**config.mk**
```make
export PLATFORM = sky130hd
export DESIGN_NAME = enveloped_tone_oscillator_top
export DESIGN_NICKNAME = d
export VERILOG_FILES = /design/src/eto_pkg.sv /design/src/eto_shape.sv /design/src/eto_div.sv /design/src/eto_mul.sv /design/src/enveloped_tone_oscillator_top.sv
export SDC_FILE = /design/constraint.sdc
export NUM_CORES = 1
export LEC_CHECK = 0
export BUFFER_PORTS_ARGS = -buffer_cell sky130_fd_sc_hd__buf_2
export CORE_MARGIN = 2
export CORE_UTILIZATION = 47
export DETAILED_ROUTE_END_ITERATION = 10
export PLACE_DENSITY_LB_ADDON = 0.25
export SLEW_MARGIN = 20
export SYNTH_ARGS = -nofsm -noshare
export SYNTH_HDL_FRONTEND = slang
export SYNTH_HIERARCHICAL = 1
export SYNTH_SLANG_ARGS = --single-unit
```
**constraint.sdc**
```tcl
create_clock -name clk_i -period 10 [get_ports clk_i]
set_clock_uncertainty 0.1 [all_clocks]
set_input_delay 1.5 -clock clk_i [delete_from_list [all_inputs] [get_ports clk_i]]
set_output_delay 1.5 -clock clk_i [all_outputs]
set_load 0.05 [all_outputs]
```
**src/eto_pkg.sv**
```systemverilog
// Shared types, widths and constants of the enveloped tone oscillator.
// Holds the quarter-sine entry function used to build the table at elaboration.
// No dependencies.
package eto_pkg;

  typedef longint unsigned u64_t;

  // Field widths fixed by the register and port definitions.
  localparam int WAVE_SEL_W = 2;
  localparam int STEP_W     = 32;
  localparam int AMP_W      = 15;
  localparam int LEN_W      = 21;
  localparam int CFG_W      = 32;
  localparam int CFG_IDX_W  = 3;

  // Shape magnitude is 0..32768 in units of 1/32768.
  localparam int WAVE_MAG_W = 16;
  localparam logic [WAVE_MAG_W-1:0] WAVE_ONE = 16'h8000;

  // Envelope is 0..65536 in units of 1/65536.
  localparam int ENV_FRAC_W = 16;
  localparam int ENV_W      = ENV_FRAC_W + 1;
  localparam logic [ENV_W-1:0] ENV_ONE = 17'h10000;

  // Serial multiplier: amplitude * shape, then that product * envelope.
  localparam int MUL_A_W   = AMP_W + WAVE_MAG_W;
  localparam int MUL_P_W   = MUL_A_W + ENV_W;
  localparam int MAG_SHIFT = 31;
  localparam int MAG_W     = MUL_P_W - MAG_SHIFT;

  localparam u64_t HALF_PI_Q30 = 64'd1686629713;

  typedef enum logic [WAVE_SEL_W-1:0] {
    WAVE_SINE     = 2'd0,
    WAVE_SQUARE   = 2'd1,
    WAVE_TRIANGLE = 2'd2,
    WAVE_SAW      = 2'd3
  } wave_e;

  typedef enum logic [CFG_IDX_W-1:0] {
    CFG_WAVE_SHAPE    = 3'd0,
    CFG_PHASE_STEP    = 3'd1,
    CFG_AMPLITUDE     = 3'd2,
    CFG_NOTE_LENGTH   = 3'd3,
    CFG_ATTACK_LENGTH = 3'd4,
    CFG_RELEASE_POINT = 3'd5
  } cfg_idx_e;

  typedef struct packed {
    logic                  neg;
    logic [WAVE_MAG_W-1:0] mag;
  } shape_t;

  typedef struct packed {
    logic               start;
    logic [MUL_A_W-1:0] a;
    logic [ENV_W-1:0]   b;
  } mul_req_t;

  // One Q30 Taylor term step: t * a^2.
  function automatic u64_t sine_term(u64_t t, u64_t a);
    return (((t * a) >> 30) * a) >> 30;
  endfunction

  // Quarter-wave entry k of a table with 2^dlog steps, in units of 1/32768.
  function automatic logic [WAVE_MAG_W-1:0] sine_entry(int unsigned k, int unsigned dlog);
    u64_t a;
    u64_t sum;
    u64_t t;
    u64_t v;
    a   = (u64_t'(k) * HALF_PI_Q30) >> dlog;
    sum = a;
    t   = a;
    t   = sine_term(t, a) / 64'd6;
    sum = sum - t;
    t   = sine_term(t, a) / 64'd20;
    sum = sum + t;
    t   = sine_term(t, a) / 64'd42;
    sum = sum - t;
    t   = sine_term(t, a) / 64'd72;
    sum = sum + t;
    t   = sine_term(t, a) / 64'd110;
    sum = sum - t;
    t   = sine_term(t, a) / 64'd156;
    sum = sum + t;
    v   = (sum + 64'd16384) >> 15;
    if (v > 64'd32768) begin
      v = 64'd32768;
    end
    return WAVE_MAG_W'(v);
  endfunction

endpackage

```
**src/eto_shape.sv**
```systemverilog
// Waveform stage: turns a phase into a signed shape value (sign and magnitude).
// Sine uses a constant quarter-wave table built at elaboration.
// Depends on eto_pkg.
module eto_shape #(
  parameter int PHASE_BITS       = 32,
  parameter int SINE_TABLE_DEPTH = 256
) (
  input  logic                            clk_i,
  input  logic                            load_i,
  input  logic [eto_pkg::WAVE_SEL_W-1:0]  wave_shape_i,
  input  logic [PHASE_BITS-1:0]           phase_i,
  output eto_pkg::shape_t                 shape_o
);

  localparam int DEPTH_LOG = $clog2(SINE_TABLE_DEPTH + 1) - 1;
  localparam int DEPTH     = 1 << DEPTH_LOG;
  localparam int MW        = eto_pkg::WAVE_MAG_W;

  localparam logic [MW-1:0] SINE_PEAK = eto_pkg::sine_entry(DEPTH, DEPTH_LOG);
  localparam logic [PHASE_BITS-1:0] HALF    = PHASE_BITS'(1) << (PHASE_BITS - 1);
  localparam logic [PHASE_BITS-1:0] QUARTER = PHASE_BITS'(1) << (PHASE_BITS - 2);

  logic [MW-1:0] sine_lut [DEPTH];

  for (genvar k = 0; k < DEPTH; k++) begin : g_lut
    assign sine_lut[k] = eto_pkg::sine_entry(k, DEPTH_LOG);
  end

  logic [1:0]            quad;
  logic [DEPTH_LOG-1:0]  sidx;
  logic [DEPTH_LOG-1:0]  raddr;
  logic [PHASE_BITS-1:0] tri_f;
  logic [PHASE_BITS-1:0] tri_dist;
  logic [PHASE_BITS:0]   tri_dist_x;
  logic [MW:0]           tri_s;
  logic [MW-1:0]         saw_u;
  eto_pkg::shape_t       shape_d;
  eto_pkg::shape_t       shape_q;

  always_comb begin
    quad  = phase_i[PHASE_BITS-1:PHASE_BITS-2];
    sidx  = phase_i[PHASE_BITS-3 -: DEPTH_LOG];
    // Falling quadrants read the table mirrored; index zero mirrors onto the peak.
    raddr = quad[0] ? -sidx : sidx;

    tri_f      = phase_i - QUARTER;
    tri_dist   = tri_f[PHASE_BITS-1] ? -tri_f : tri_f;
    tri_dist_x = {tri_dist, 1'b0};
    tri_s      = (MW + 1)'(tri_dist_x >> (PHASE_BITS - 16));

    saw_u = phase_i[PHASE_BITS-1 -: MW];

    unique case (eto_pkg::wave_e'(wave_shape_i))
      eto_pkg::WAVE_SINE: begin
        shape_d.neg = quad[1];
        shape_d.mag = (quad[0] && (sidx == '0)) ? SINE_PEAK : sine_lut[raddr];
      end
      eto_pkg::WAVE_SQUARE: begin
        shape_d.neg = phase_i[PHASE_BITS-1];
        shape_d.mag = ((phase_i == '0) || (phase_i == HALF)) ? '0 : eto_pkg::WAVE_ONE;
      end
      eto_pkg::WAVE_TRIANGLE: begin
        if (tri_s <= {1'b0, eto_pkg::WAVE_ONE}) begin
          shape_d.neg = 1'b0;
          shape_d.mag = MW'({1'b0, eto_pkg::WAVE_ONE} - tri_s);
        end else begin
          shape_d.neg = 1'b1;
          shape_d.mag = MW'(tri_s - {1'b0, eto_pkg::WAVE_ONE});
        end
      end
      eto_pkg::WAVE_SAW: begin
        shape_d.neg = saw_u[MW-1];
        shape_d.mag = saw_u[MW-1] ? -saw_u : saw_u;
      end
      default: begin
        shape_d.neg = 1'b0;
        shape_d.mag = '0;
      end
    endcase
  end

  always_ff @(posedge clk_i) begin
    if (load_i) begin
      shape_q <= shape_d;
    end
  end

  assign shape_o = shape_q;

endmodule

```
**src/eto_div.sv**
```systemverilog
// Restoring divider for the envelope fraction: quot = num * 2^16 / den.
// One quotient bit per cycle; requires num < den. Depends on eto_pkg.
module eto_div #(
  parameter int W = 21
) (
  input  logic                             clk_i,
  input  logic                             rst_ni,
  input  logic                             start_i,
  input  logic [W-1:0]                     num_i,
  input  logic [W-1:0]                     den_i,
  output logic                             done_o,
  output logic [eto_pkg::ENV_FRAC_W-1:0]   quot_o
);

  localparam int QW = eto_pkg::ENV_FRAC_W;
  localparam int CW = $clog2(QW + 1);

  logic [W-1:0]  rem_q;
  logic [W-1:0]  den_q;
  logic [QW-1:0] quot_q;
  logic [CW-1:0] cnt_q;
  logic          busy_q;
  logic          done_q;

  logic [W:0] rem_sh;
  logic       ge;
  logic [W:0] rem_nx;

  // The remainder stays below den, so it always fits in W bits.
  always_comb begin
    rem_sh = {rem_q, 1'b0};
    ge     = rem_sh >= {1'b0, den_q};
    rem_nx = ge ? (rem_sh - {1'b0, den_q}) : rem_sh;
  end

  always_ff @(posedge clk_i or negedge rst_ni) begin
    if (!rst_ni) begin
      busy_q <= 1'b0;
      done_q <= 1'b0;
      cnt_q  <= '0;
    end else begin
      done_q <= 1'b0;
      if (start_i) begin
        busy_q <= 1'b1;
        cnt_q  <= CW'(QW);
      end else if (busy_q) begin
        cnt_q <= cnt_q - CW'(1);
        if (cnt_q == CW'(1)) begin
          busy_q <= 1'b0;
          done_q <= 1'b1;
        end
      end
    end
  end

  always_ff @(posedge clk_i) begin
    if (start_i) begin
      rem_q  <= num_i;
      den_q  <= den_i;
      quot_q <= '0;
    end else if (busy_q) begin
      rem_q  <= rem_nx[W-1:0];
      quot_q <= {quot_q[QW-2:0], ge};
    end
  end

  assign done_o = done_q;
  assign quot_o = quot_q;

endmodule

```
**src/eto_mul.sv**
```systemverilog
// Bit-serial shift-add multiplier, one multiplier bit per cycle, MSB first.
// Shared by both scaling passes of a sample. Depends on eto_pkg.
module eto_mul (
  input  logic                          clk_i,
  input  logic                          rst_ni,
  input  eto_pkg::mul_req_t             req_i,
  output logic                          done_o,
  output logic [eto_pkg::MUL_P_W-1:0]   prod_o
);

  localparam int AW = eto_pkg::MUL_A_W;
  localparam int BW = eto_pkg::ENV_W;
  localparam int PW = eto_pkg::MUL_P_W;
  localparam int CW = $clog2(BW + 1);

  logic [AW-1:0] mc_q;
  logic [BW-1:0] ml_q;
  logic [PW-1:0] acc_q;
  logic [CW-1:0] cnt_q;
  logic          busy_q;
  logic          done_q;
  logic [PW-1:0] acc_nx;

  assign acc_nx = {acc_q[PW-2:0], 1'b0} + (ml_q[BW-1] ? PW'(mc_q) : '0);

  always_ff @(posedge clk_i or negedge rst_ni) begin
    if (!rst_ni) begin
      busy_q <= 1'b0;
      done_q <= 1'b0;
      cnt_q  <= '0;
    end else begin
      done_q <= 1'b0;
      if (req_i.start) begin
        busy_q <= 1'b1;
        cnt_q  <= CW'(BW);
      end else if (busy_q) begin
        cnt_q <= cnt_q - CW'(1);
        if (cnt_q == CW'(1)) begin
          busy_q <= 1'b0;
          done_q <= 1'b1;
        end
      end
    end
  end

  // The product holds after completion until the next start.
  always_ff @(posedge clk_i) begin
    if (req_i.start) begin
      mc_q  <= req_i.a;
      ml_q  <= req_i.b;
      acc_q <= '0;
    end else if (busy_q) begin
      acc_q <= acc_nx;
      ml_q  <= {ml_q[BW-2:0], 1'b0};
    end
  end

  assign done_o = done_q;
  assign prod_o = acc_q;

endmodule

```
**src/enveloped_tone_oscillator_top.sv**
```systemverilog
// Top level of the enveloped tone oscillator: configuration, note sequencing,
// envelope and scaling control. Depends on eto_pkg, eto_shape, eto_div, eto_mul.
//
//   channel  direction  handshake                 payload
//   input    in         in_valid_i / in_stall_o   restart_i
//   result   out        out_valid_o / out_stall_i sample_o, last_o
//   config   in         cfg_we_i (no wait)        cfg_idx_i, cfg_data_i
//
// When the envelope divides, a sample passes through the serial divider and then
// two passes of the serial multiplier; when the envelope is flat or zero, the
// divider is skipped and only the two multiplier passes remain.
// A tick with no note playing is taken without leaving idle and gives no result.
// Reset leaves the block idle with registers at their reset values.
// A held result does not block the next transfer; a finished sample waits
// only if the previous one is still stalled at the output.
module enveloped_tone_oscillator_top #(
  parameter int PHASE_BITS       = 32,
  parameter int COUNT_BITS       = 21,
  parameter int SINE_TABLE_DEPTH = 256,
  parameter int SAMPLE_BITS      = 16
) (
  input  logic                           clk_i,
  input  logic                           rst_ni,
  input  logic                           in_valid_i,
  output logic                           in_stall_o,
  input  logic                           restart_i,
  output logic                           out_valid_o,
  input  logic                           out_stall_i,
  output logic signed [SAMPLE_BITS-1:0]  sample_o,
  output logic                           last_o,
  input  logic                           cfg_we_i,
  input  logic [eto_pkg::CFG_IDX_W-1:0]  cfg_idx_i,
  input  logic [eto_pkg::CFG_W-1:0]      cfg_data_i
);

  localparam int LW = (COUNT_BITS > eto_pkg::LEN_W) ? COUNT_BITS : eto_pkg::LEN_W;
  localparam logic [LW-1:0] LEN_MAX = LW'(1) << (COUNT_BITS - 1);
  localparam int MW = (SAMPLE_BITS > eto_pkg::MAG_W) ? SAMPLE_BITS : eto_pkg::MAG_W;
  localparam logic [MW-1:0] MAG_LIM = (MW'(1) << (SAMPLE_BITS - 1)) - MW'(1);

  typedef enum logic [2:0] {
    ST_IDLE,
    ST_PREP,
    ST_WAIT_DIV,
    ST_MUL_AW,
    ST_MUL_ENV,
    ST_SEND
  } state_e;

  // Configuration registers.
  logic [eto_pkg::WAVE_SEL_W-1:0] wave_shape_q;
  logic [eto_pkg::STEP_W-1:0]     phase_step_q;
  logic [eto_pkg::AMP_W-1:0]      amplitude_q;
  logic [eto_pkg::LEN_W-1:0]      note_length_q;
  logic [eto_pkg::LEN_W-1:0]      attack_length_q;
  logic [eto_pkg::LEN_W-1:0]      release_point_q;

  state_e                  state_q;
  logic [PHASE_BITS-1:0]   phase_q;
  logic [COUNT_BITS-1:0]   idx_q;
  logic                    playing_q;
  logic                    env_div_q;
  logic                    out_valid_q;
  logic [eto_pkg::ENV_W-1:0] env_q;
  logic                    last_q;
  logic [SAMPLE_BITS-1:0]  sample_q;
  logic                    out_last_q;

  // Per-sample envelope decisions.
  logic [LW-1:0]         len_w, rel_w, att_w;
  logic [LW-1:0]         len_c, rel_c, att_c;
  logic [COUNT_BITS-1:0] len_n, rel_n, att_n;
  logic [COUNT_BITS-1:0] rel_num, rel_den;
  logic [COUNT_BITS-1:0] div_num, div_den;
  logic [COUNT_BITS:0]   idx_inc;
  logic                  env_div;
  logic [eto_pkg::ENV_W-1:0] env_fix;
  logic                  last;

  logic                  in_xfer;
  logic                  out_free;
  logic                  div_start;
  logic                  div_done;
  logic [eto_pkg::ENV_FRAC_W-1:0] div_quot;
  eto_pkg::mul_req_t     mul_req;
  logic                  mul_done;
  logic [eto_pkg::MUL_P_W-1:0] mul_prod;
  eto_pkg::shape_t       shape;
  logic [MW-1:0]         mag_ext;
  logic [MW-1:0]         mag_sat;
  logic [SAMPLE_BITS-1:0] res;

  assign in_stall_o = (state_q != ST_IDLE);
  assign in_xfer    = in_valid_i && !in_stall_o;
  assign out_free   = !out_valid_q || !out_stall_i;

  // Lengths are clamped: note length to 1..LEN_MAX, release to the note
  // length and attack to the release point.
  always_comb begin
    len_w = LW'(note_length_q);
    rel_w = LW'(release_point_q);
    att_w = LW'(attack_length_q);
    if (len_w == '0) begin
      len_c = LW'(1);
    end else if (len_w > LEN_MAX) begin
      len_c = LEN_MAX;
    end else begin
      len_c = len_w;
    end
    rel_c = (rel_w < len_c) ? rel_w : len_c;
    att_c = (att_w < rel_c) ? att_w : rel_c;
    len_n = COUNT_BITS'(len_c);
    rel_n = COUNT_BITS'(rel_c);
    att_n = COUNT_BITS'(att_c);

    rel_num = (len_n > idx_q) ? (len_n - idx_q - COUNT_BITS'(1)) : '0;
    rel_den = len_n - rel_n;

    env_div = 1'b0;
    env_fix = eto_pkg::ENV_ONE;
    div_num = idx_q;
    div_den = att_n;
    if (idx_q >= rel_n) begin
      if (rel_den == '0) begin
        env_fix = '0;
      end else begin
        env_div = 1'b1;
        div_num = rel_num;
        div_den = rel_den;
      end
    end else if (idx_q < att_n) begin
      env_div = 1'b1;
    end

    idx_inc = {1'b0, idx_q} + (COUNT_BITS + 1)'(1);
    last    = idx_inc >= {1'b0, len_n};
  end

  assign div_start = (state_q == ST_PREP) && env_div;

  // First pass scales amplitude by the shape, second pass by the envelope.
  always_comb begin
    mul_req.start = ((state_q == ST_WAIT_DIV) && (!env_div_q || div_done)) ||
                    ((state_q == ST_MUL_AW) && mul_done);
    if (state_q == ST_MUL_AW) begin
      mul_req.a = mul_prod[eto_pkg::MUL_A_W-1:0];
      mul_req.b = env_q;
    end else begin
      mul_req.a = eto_pkg::MUL_A_W'(amplitude_q);
      mul_req.b = eto_pkg::ENV_W'(shape.mag);
    end
  end

  always_comb begin
    mag_ext = MW'(mul_prod[eto_pkg::MUL_P_W-1:eto_pkg::MAG_SHIFT]);
    mag_sat = (mag_ext > MAG_LIM) ? MAG_LIM : mag_ext;
    res     = SAMPLE_BITS'(shape.neg ? (MW'(0) - mag_sat) : mag_sat);
  end

  eto_shape #(
    .PHASE_BITS       (PHASE_BITS),
    .SINE_TABLE_DEPTH (SINE_TABLE_DEPTH)
  ) u_shape (
    .clk_i        (clk_i),
    .load_i       (state_q == ST_PREP),
    .wave_shape_i (wave_shape_q),
    .phase_i      (phase_q),
    .shape_o      (shape)
  );

  eto_div #(
    .W (COUNT_BITS)
  ) u_div (
    .clk_i   (clk_i),
    .rst_ni  (rst_ni),
    .start_i (div_start),
    .num_i   (div_num),
    .den_i   (div_den),
    .done_o  (div_done),
    .quot_o  (div_quot)
  );

  eto_mul u_mul (
    .clk_i  (clk_i),
    .rst_ni (rst_ni),
    .req_i  (mul_req),
    .done_o (mul_done),
    .prod_o (mul_prod)
  );

  always_ff @(posedge clk_i or negedge rst_ni) begin
    if (!rst_ni) begin
      wave_shape_q    <= '0;
      phase_step_q    <= '0;
      amplitude_q     <= '0;
      note_length_q   <= eto_pkg::LEN_W'(1);
      attack_length_q <= '0;
      release_point_q <= '0;
    end else if (cfg_we_i) begin
      unique case (eto_pkg::cfg_idx_e'(cfg_idx_i))
        eto_pkg::CFG_WAVE_SHAPE:    wave_shape_q    <= cfg_data_i[eto_pkg::WAVE_SEL_W-1:0];
        eto_pkg::CFG_PHASE_STEP:    phase_step_q    <= cfg_data_i[eto_pkg::STEP_W-1:0];
        eto_pkg::CFG_AMPLITUDE:     amplitude_q     <= cfg_data_i[eto_pkg::AMP_W-1:0];
        eto_pkg::CFG_NOTE_LENGTH:   note_length_q   <= cfg_data_i[eto_pkg::LEN_W-1:0];
        eto_pkg::CFG_ATTACK_LENGTH: attack_length_q <= cfg_data_i[eto_pkg::LEN_W-1:0];
        eto_pkg::CFG_RELEASE_POINT: release_point_q <= cfg_data_i[eto_pkg::LEN_W-1:0];
        default: ;
      endcase
    end
  end

  always_ff @(posedge clk_i or negedge rst_ni) begin
    if (!rst_ni) begin
      state_q     <= ST_IDLE;
      phase_q     <= '0;
      idx_q       <= '0;
      playing_q   <= 1'b0;
      env_div_q   <= 1'b0;
      out_valid_q <= 1'b0;
      sample_q    <= '0;
      out_last_q  <= 1'b0;
    end else begin
      if ((state_q == ST_SEND) && out_free) begin
        out_valid_q <= 1'b1;
        sample_q    <= res;
        out_last_q  <= last_q;
      end else if (out_valid_q && !out_stall_i) begin
        out_valid_q <= 1'b0;
      end
      unique case (state_q)
        ST_IDLE: begin
          if (in_xfer) begin
            if (restart_i) begin
              phase_q   <= '0;
              idx_q     <= '0;
              playing_q <= 1'b1;
            end
            if (restart_i || playing_q) begin
              state_q <= ST_PREP;
            end
          end
        end
        ST_PREP: begin
          // The shape stage samples the phase before this advance.
          phase_q   <= phase_q + PHASE_BITS'(phase_step_q);
          env_div_q <= env_div;
          if (last) begin
            playing_q <= 1'b0;
            idx_q     <= '0;
          end else begin
            idx_q <= idx_inc[COUNT_BITS-1:0];
          end
          state_q <= ST_WAIT_DIV;
        end
        ST_WAIT_DIV: begin
          if (!env_div_q || div_done) begin
            state_q <= ST_MUL_AW;
          end
        end
        ST_MUL_AW: begin
          if (mul_done) begin
            state_q <= ST_MUL_ENV;
          end
        end
        ST_MUL_ENV: begin
          if (mul_done) begin
            state_q <= ST_SEND;
          end
        end
        ST_SEND: begin
          if (out_free) begin
            state_q <= ST_IDLE;
          end
        end
        default: state_q <= ST_IDLE;
      endcase
    end
  end

  always_ff @(posedge clk_i) begin
    if (state_q == ST_PREP) begin
      env_q  <= env_fix;
      last_q <= last;
    end
    if ((state_q == ST_WAIT_DIV) && env_div_q && div_done) begin
      env_q <= {1'b0, div_quot};
    end
  end

  assign out_valid_o = out_valid_q;
  assign sample_o    = sample_q;
  assign last_o      = out_last_q;

endmodule

```
* Word level (Yosys, flattened, before mapping) *
Memory sizes are Yosys's and may differ from the RTL's.
Index checks and enable logic that the tools add are counted.

storage, ports and cells
  register bits = 391
  bits in read-only memories = 4096
  bits of input ports = 41
  output and inout bits = 19
  logic and storage cells = 195
  memories kept = 1

cells by class
  $add $sub $neg = 16
  order comparisons = 11
  equality and inequality tests = 24
  muxes and demuxes = 70
  bitwise gates (word level) = 1
  reductions and logical operators = 40

memories
  memory            depth  width  rd ports  clocked after Yosys merged registers in  write ports  line             RTL
  (name not given)  256    16     1         0                                        0            eto_shape.sv:56  shape_d.mag = (quad[0] && (sidx == '0)) ? SINE_PEAK : sine_lut[raddr];

operators with widths
  kind                                                  count
  two-way mux 21 bit                                    15
  two-way mux 16 bit                                    9
  two-way mux 32 bit                                    4
  two-way mux 17 bit                                    5
  case mux 17 bit (4 select lines)                      1
  case mux 32 bit (2 select lines)                      1
  less-than comparator 21 bit                           3
  subtractor 21 bit                                     3
  adder 48 x 31 -> 48 bit                               1
  >= comparator 22 x 21 -> 1 bit                        2
  zero test 21 bit                                      2
  case mux 21 bit (2 select lines)                      1
  adder 32 bit                                          1
  equality test 32 bit (second input constant)          1
  zero test 32 bit                                      1
  negator 32 bit                                        1
  subtractor 32 x 31 -> 32 bit (second input constant)  1
  two-way mux 31 bit                                    1
  adder 21 x 1 -> 22 bit (second input constant)        1
  >= comparator 21 bit                                  1
  > comparator 21 bit                                   1
  > comparator 21 bit (second input constant)           1
  subtractor 21 x 1 -> 21 bit (second input constant)   1
  two-way mux 1 bit                                     20
  other kinds (35)                                      84

* Longest topological paths before layout *
  word-level depth = 12
  depth in mapped cells = 39
  mapped depth without buffers = 35

* Cells and area by module *
Netlist, hierarchy kept.

by module, submodules not included
  module                         instances  cells an instance  area each (µm²)  sequential area each (µm²)
  enveloped_tone_oscillator_top  1          1773               16430.8          5236.3
  eto_shape                      1          1006               6510.0           510.5
  eto_mul                        1          599                5878.1           2577.5
  eto_div                        1          345                3752.3           1756.7

* Worst setup path before layout *
No wires, ideal clock.

  kind = register -> register
  from = register note_length_q (netlist bit len_w[4])
  to = register u_div.rem_q[0], enable pin
  setup time = 0.349 ns
  arrival = 8.693 ns
  required time = 9.551 ns
  path slack = 0.858 ns
  stages on the path, launching flop included = 37
  buffers on the path = 5
  period minus slack after synthesis = 9.142 ns
  cells stage by stage = dfrtp_1 nor4_1 nand2_1 o31ai_1 nand2_1 ha_1 nand2_1 nor4_1 o221ai_1 and2_1 nor2b_1 clkbuf_1 o21ai_0 inv_1 ha_1 a21o_1 a21o_1 a21o_1 a41o_1 a21o_1 o41a_1 clkbuf_1 clkbuf_1 o21ai_0 ha_1 a21o_1 a21o_1 a21o_1 a21o_1 a21oi_1 nor2_1 nor4_1 nand3_1 o21ai_0 buf_6 clkbuf_1 or2_2

on the way
  longest elaborated chain between the ends = 12
  elaborated cells between the ends (all ways) = 17
  those cells by class = 1 x add/sub; 5 x order compare; 7 x mux; 4 x reduce/logical

RTL lines
  element                                line                                  RTL
  start, declared                        enveloped_tone_oscillator_top.sv:54   logic [eto_pkg::LEN_W-1:0] note_length_q;
  start signal, assigned                 enveloped_tone_oscillator_top.sv:196  note_length_q <= eto_pkg::LEN_W'(1);
  start signal, assigned                 enveloped_tone_oscillator_top.sv:204  eto_pkg::CFG_NOTE_LENGTH: note_length_q <= cfg_data_i[eto_pkg::LEN_W-1:0];
  > comparator 21 bit                    enveloped_tone_oscillator_top.sv:105  end else if (len_w > LEN_MAX) begin
  two-way mux 21 bit                     enveloped_tone_oscillator_top.sv:105
  two-way mux 21 bit *                   enveloped_tone_oscillator_top.sv:103  if (len_w == '0) begin
  less-than comparator 21 bit            enveloped_tone_oscillator_top.sv:110  rel_c = (rel_w < len_c) ? rel_w : len_c;
  two-way mux 21 bit                     enveloped_tone_oscillator_top.sv:110
  less-than comparator 21 bit            enveloped_tone_oscillator_top.sv:111  att_c = (att_w < rel_c) ? att_w : rel_c;
  two-way mux 21 bit                     enveloped_tone_oscillator_top.sv:111
  less-than comparator 21 bit            enveloped_tone_oscillator_top.sv:131  end else if (idx_q < att_n) begin
  two-way mux 1 bit                      enveloped_tone_oscillator_top.sv:131
  two-way mux 1 bit *                    enveloped_tone_oscillator_top.sv:123  if (idx_q >= rel_n) begin
  logical AND 1 bit *                    enveloped_tone_oscillator_top.sv:139  assign div_start = (state_q == ST_PREP) && env_div;
  net div_start                          enveloped_tone_oscillator_top.sv:82   logic div_start;
  nonzero test 2 bit (no source line) *  -
  end signal, assigned                   eto_div.sv:58                         rem_q <= num_i;
  end signal, assigned                   eto_div.sv:62                         rem_q <= rem_nx[W-1:0];
  end, declared                          eto_div.sv:18                         logic [W-1:0] rem_q;

Mark *: on every way through the listed nets, which the timed path passes. The rest lies on a longest branch.
A chain may end at the register's enable or synchronous reset.

* Worst setup path in the final report *
  from = register note_length_q (netlist bit len_w[1])
  to = register u_div.rem_q[14], data pin

on the way
  longest elaborated chain between the ends = 12
  elaborated cells between the ends (all ways) = 23
  those cells by class = 3 x add/sub; 6 x order compare; 11 x mux; 3 x reduce/logical

RTL lines
  element                      line                                  RTL
  > comparator 21 bit          enveloped_tone_oscillator_top.sv:105
  two-way mux 21 bit           enveloped_tone_oscillator_top.sv:105
  two-way mux 21 bit *         enveloped_tone_oscillator_top.sv:103
  less-than comparator 21 bit  enveloped_tone_oscillator_top.sv:110
  two-way mux 21 bit           enveloped_tone_oscillator_top.sv:110
  less-than comparator 21 bit  enveloped_tone_oscillator_top.sv:111
  two-way mux 21 bit           enveloped_tone_oscillator_top.sv:111
  less-than comparator 21 bit  enveloped_tone_oscillator_top.sv:131
  two-way mux 1 bit            enveloped_tone_oscillator_top.sv:131
  two-way mux 1 bit *          enveloped_tone_oscillator_top.sv:123
  logical AND 1 bit *          enveloped_tone_oscillator_top.sv:139
  net div_start                enveloped_tone_oscillator_top.sv:82
  two-way mux 21 bit *         eto_div.sv:57                         if (start_i) begin

Marks and branches as above.

==> results.cfg <==
[sta]
worst_slack_ps = 971
finalHoldViolations = 0
setup_tns_ps = 0
min_period_ps = 9030
finalSetupViolations = 0
rsz0062_at_grt = no
fin_crit_sh_pct = 90.3
slew_violations = 0
slew_headroom_pct = 27.8
fmax_mhz = 111
tightest_slew_ps = 1080

[cts]
clkLatencyLatePin_ps = 590
h-tree-depth = 2
clkTransAtPathRegs_ps = 60
cts_tree = done
cts_buffer_depth = 3
cts_buffers = 47
root_buffer = clkbuf_16
post_cts_buffers = 0
cts.sinks = 391

[grt]
track_usage_pct = 27.4
globalRouteOverflowTotal = 0
grt_max_degree = 138
grt_pass1_wl_mm = 156
grt_pass1_vias = 27100
antenna_found_initial = 5

[synthesis]
synth_ff_type = dfrtp_1
synth_most_common_cell = nand2_1
synth_common_cells = nand2_1 (365), nor2_1 (294), a21oi_1 (253), ha_1 (253), o21ai_0 (240)
synth-edff-count = 124
syn_inst = 3723
synth_area_per_cell_sq_um = 8.75
synthDistinctLibCells = 126
yosys.area.top_type = dfrtp_1
synth_area_leaders = dfrtp_1 (15%), edfxtp_1 (11%), ha_1 (9.7%), mux2_2 (6.5%), nand2_1 (4.2%)
ys_ff_latch = 391
ys_seq_area_share_pct = 31.0
synth-async-reset-ratio_pct = 51.7
yosys.area.top_type_share_pct = 15.4
yosysWarningCount = 6
synth_area_sq_um = 32600
synth.net_count = 4022

[floorplan]
rows = 96
coreArea_sq_um = 68600
ioPinCount = 60
die_area_sq_um = 71400
start_util_pct = 47.5
die_w_microns = 267
die_h_microns = 267

[detailed_routing]
avgViaCountPerCell = 6.23
ant_nets = 0
vias = 28900
drt_wl_total_mm = 99.4
post_drt_wl_per_cell_microns = 21.4
drc = 0
initialDrtViolationCount = 2627
firstDrtPassIters = 8

[finish]
fin_cells = 4646
syn2layout_area_growth_pct = 8.34
final_nets = 3974
drive_above_1_share_pct = 13.3
postLayoutCellArea_sq_um = 35300

[critical_path]
critPathKind = register to register
path_buf_inv = 4
worstPathArrival_ps = 9270
worst_setup_path_end_kind = register
crit_required_ps = 10240
critPathMaxStageDelay_ps = 590
startpoint = len_w[1]
worstReg2RegStart = len_w[1]
cp_slowest_cell = or4_1
startpoint_type = register
cp_max_fo = 36
cp_top_family = simple AND/OR/NAND/NOR gates

[placement]
post_dp_cell_area_sq_um = 33600
gp_congestion = 1.01
port_buffers = 59
dp.final_hpwl_mm = 72.0
placedCellCount = 4556
pre_cts_slack_ps = 954

[worst_hold_path]
min_from = u_mul/prod_o[29]
min_path_type = register to register

[flow_run]
cap_viol_max_count = 0

[status]
status = complete, no violations
-- layout by cell type (no fill, tap or decap), drive strengths merged, types with 74 or more instances in the layout --
| master | Yosys | final |
|---|---|---|
| a21oi | 256 | 256 |
| mux2 | 204 | 204 |
| nor3 | 74 | 74 |
| ha | 253 | 253 |
| edfxtp | 124 | 124 |
| dfrtp | 201 | 201 |
| o21ai | 254 | 254 |
| nor2 | 298 | 298 |
| xnor2 | 131 | 131 |
| buf | 75 | 113 |
| nand2 | 367 | 367 |
| nand3 | 93 | 93 |
| mux2i | 74 | 74 |
| inv | 137 | 140 |
| a21o | 76 | 76 |
-- flip-flops by register name (all words and copies together) (netlist names), 2 cells and up --
register	flops
u_mul/ml_q	17
env_q	17
u_mul/cnt_q	5
phase_q	32
phase_step_q	32
u_shape/shape_o	17
u_div/quot_o	16
u_div/rem_q	21
u_div/den_q	21
sample_o	16
len_w	21
idx_q	21
u_mul/prod_o	48
wave_shape_q	2
att_w	21
amplitude_q	15
state_q	3
u_div/cnt_q	5
u_mul/mc_q	31
rel_w	21
-- through the flow --
step | util, % | hold WS [ps]
after detailed placement | 48.9 | 359
after CTS | 51.4 | 367
after global placement | 48.9 | 357
after global routing | 51.5 | 381
final | 51.5 | 363
after floorplan | - | 339
-- worst min-delay path: stages, from the launching register on --
cell	delay, ps
dfxtp_1	320
nand2_1	50
o21ai_1	50
-- cell families (layout without fill, tap and decap cells) --
kind of cell | Yosys count | in the layout | share of synthesized area [%]
AO/OA/AOI/OAI | 1054 | 1054 | 21.4
XOR/XNOR | 195 | 195 | 5.27
adder cells (fa/ha/maj) | 258 | 258 | 10.0
buffers and inverters | 354 | 345 | 4.61
flip-flops | 391 | 391 | 31.0
multiplexers | 281 | 281 | 9.73
other | 0 | 1 | 0
AND/OR/NAND/NOR | 1190 | 1190 | 18.0
-- per-layer routing --
metal  global-route usage [%]  vias to the layer above  routed length [microns]
met1                     39.2                    13700                    44300
met2                     41.4                     1364                    42300
met5                        0                        -                        8
li1                         -                    13600                        -
met4                     9.22                        2                     3620
met3                     5.16                      256                     9190
-- cell type report --
class	count	area, sq um
Fill cell	6476	33300
Multi-Input combinational cell	2978	21100
Sequential cell	391	10100
Clock buffer	67	1400
Tap cell	931	1160
Timing Repair Buffer	113	731
Inverter	144	541
Clock inverter	21	295
Antenna cell	1	2.50
-- repair_timing --
action                                  in CTS  in global routing
endpoints found under the setup margin       0                 27
gates resized for setup                      0                  1
hold buffers                                 0                  0
-- path summary, 6_finish.rpt --
check | endpoint | slack, ps | cells after the start
hold / removal | u_mul/prod_o[29] | 360 | 2
min in group asynchronous | phase_step_q[8] | 710 | 1
setup reg to reg | u_div/rem_q[14] | 970 | 34
max in group asynchronous | u_div/busy_q | 7330 | 3
hold reg to reg | u_mul/prod_o[29] | 360 | 2
setup / recovery | u_div/rem_q[14] | 970 | 34
Power is left out: the tool's default activity adds up to more than one toggle a clock period on the data nets, which glitch-free logic cannot reach.
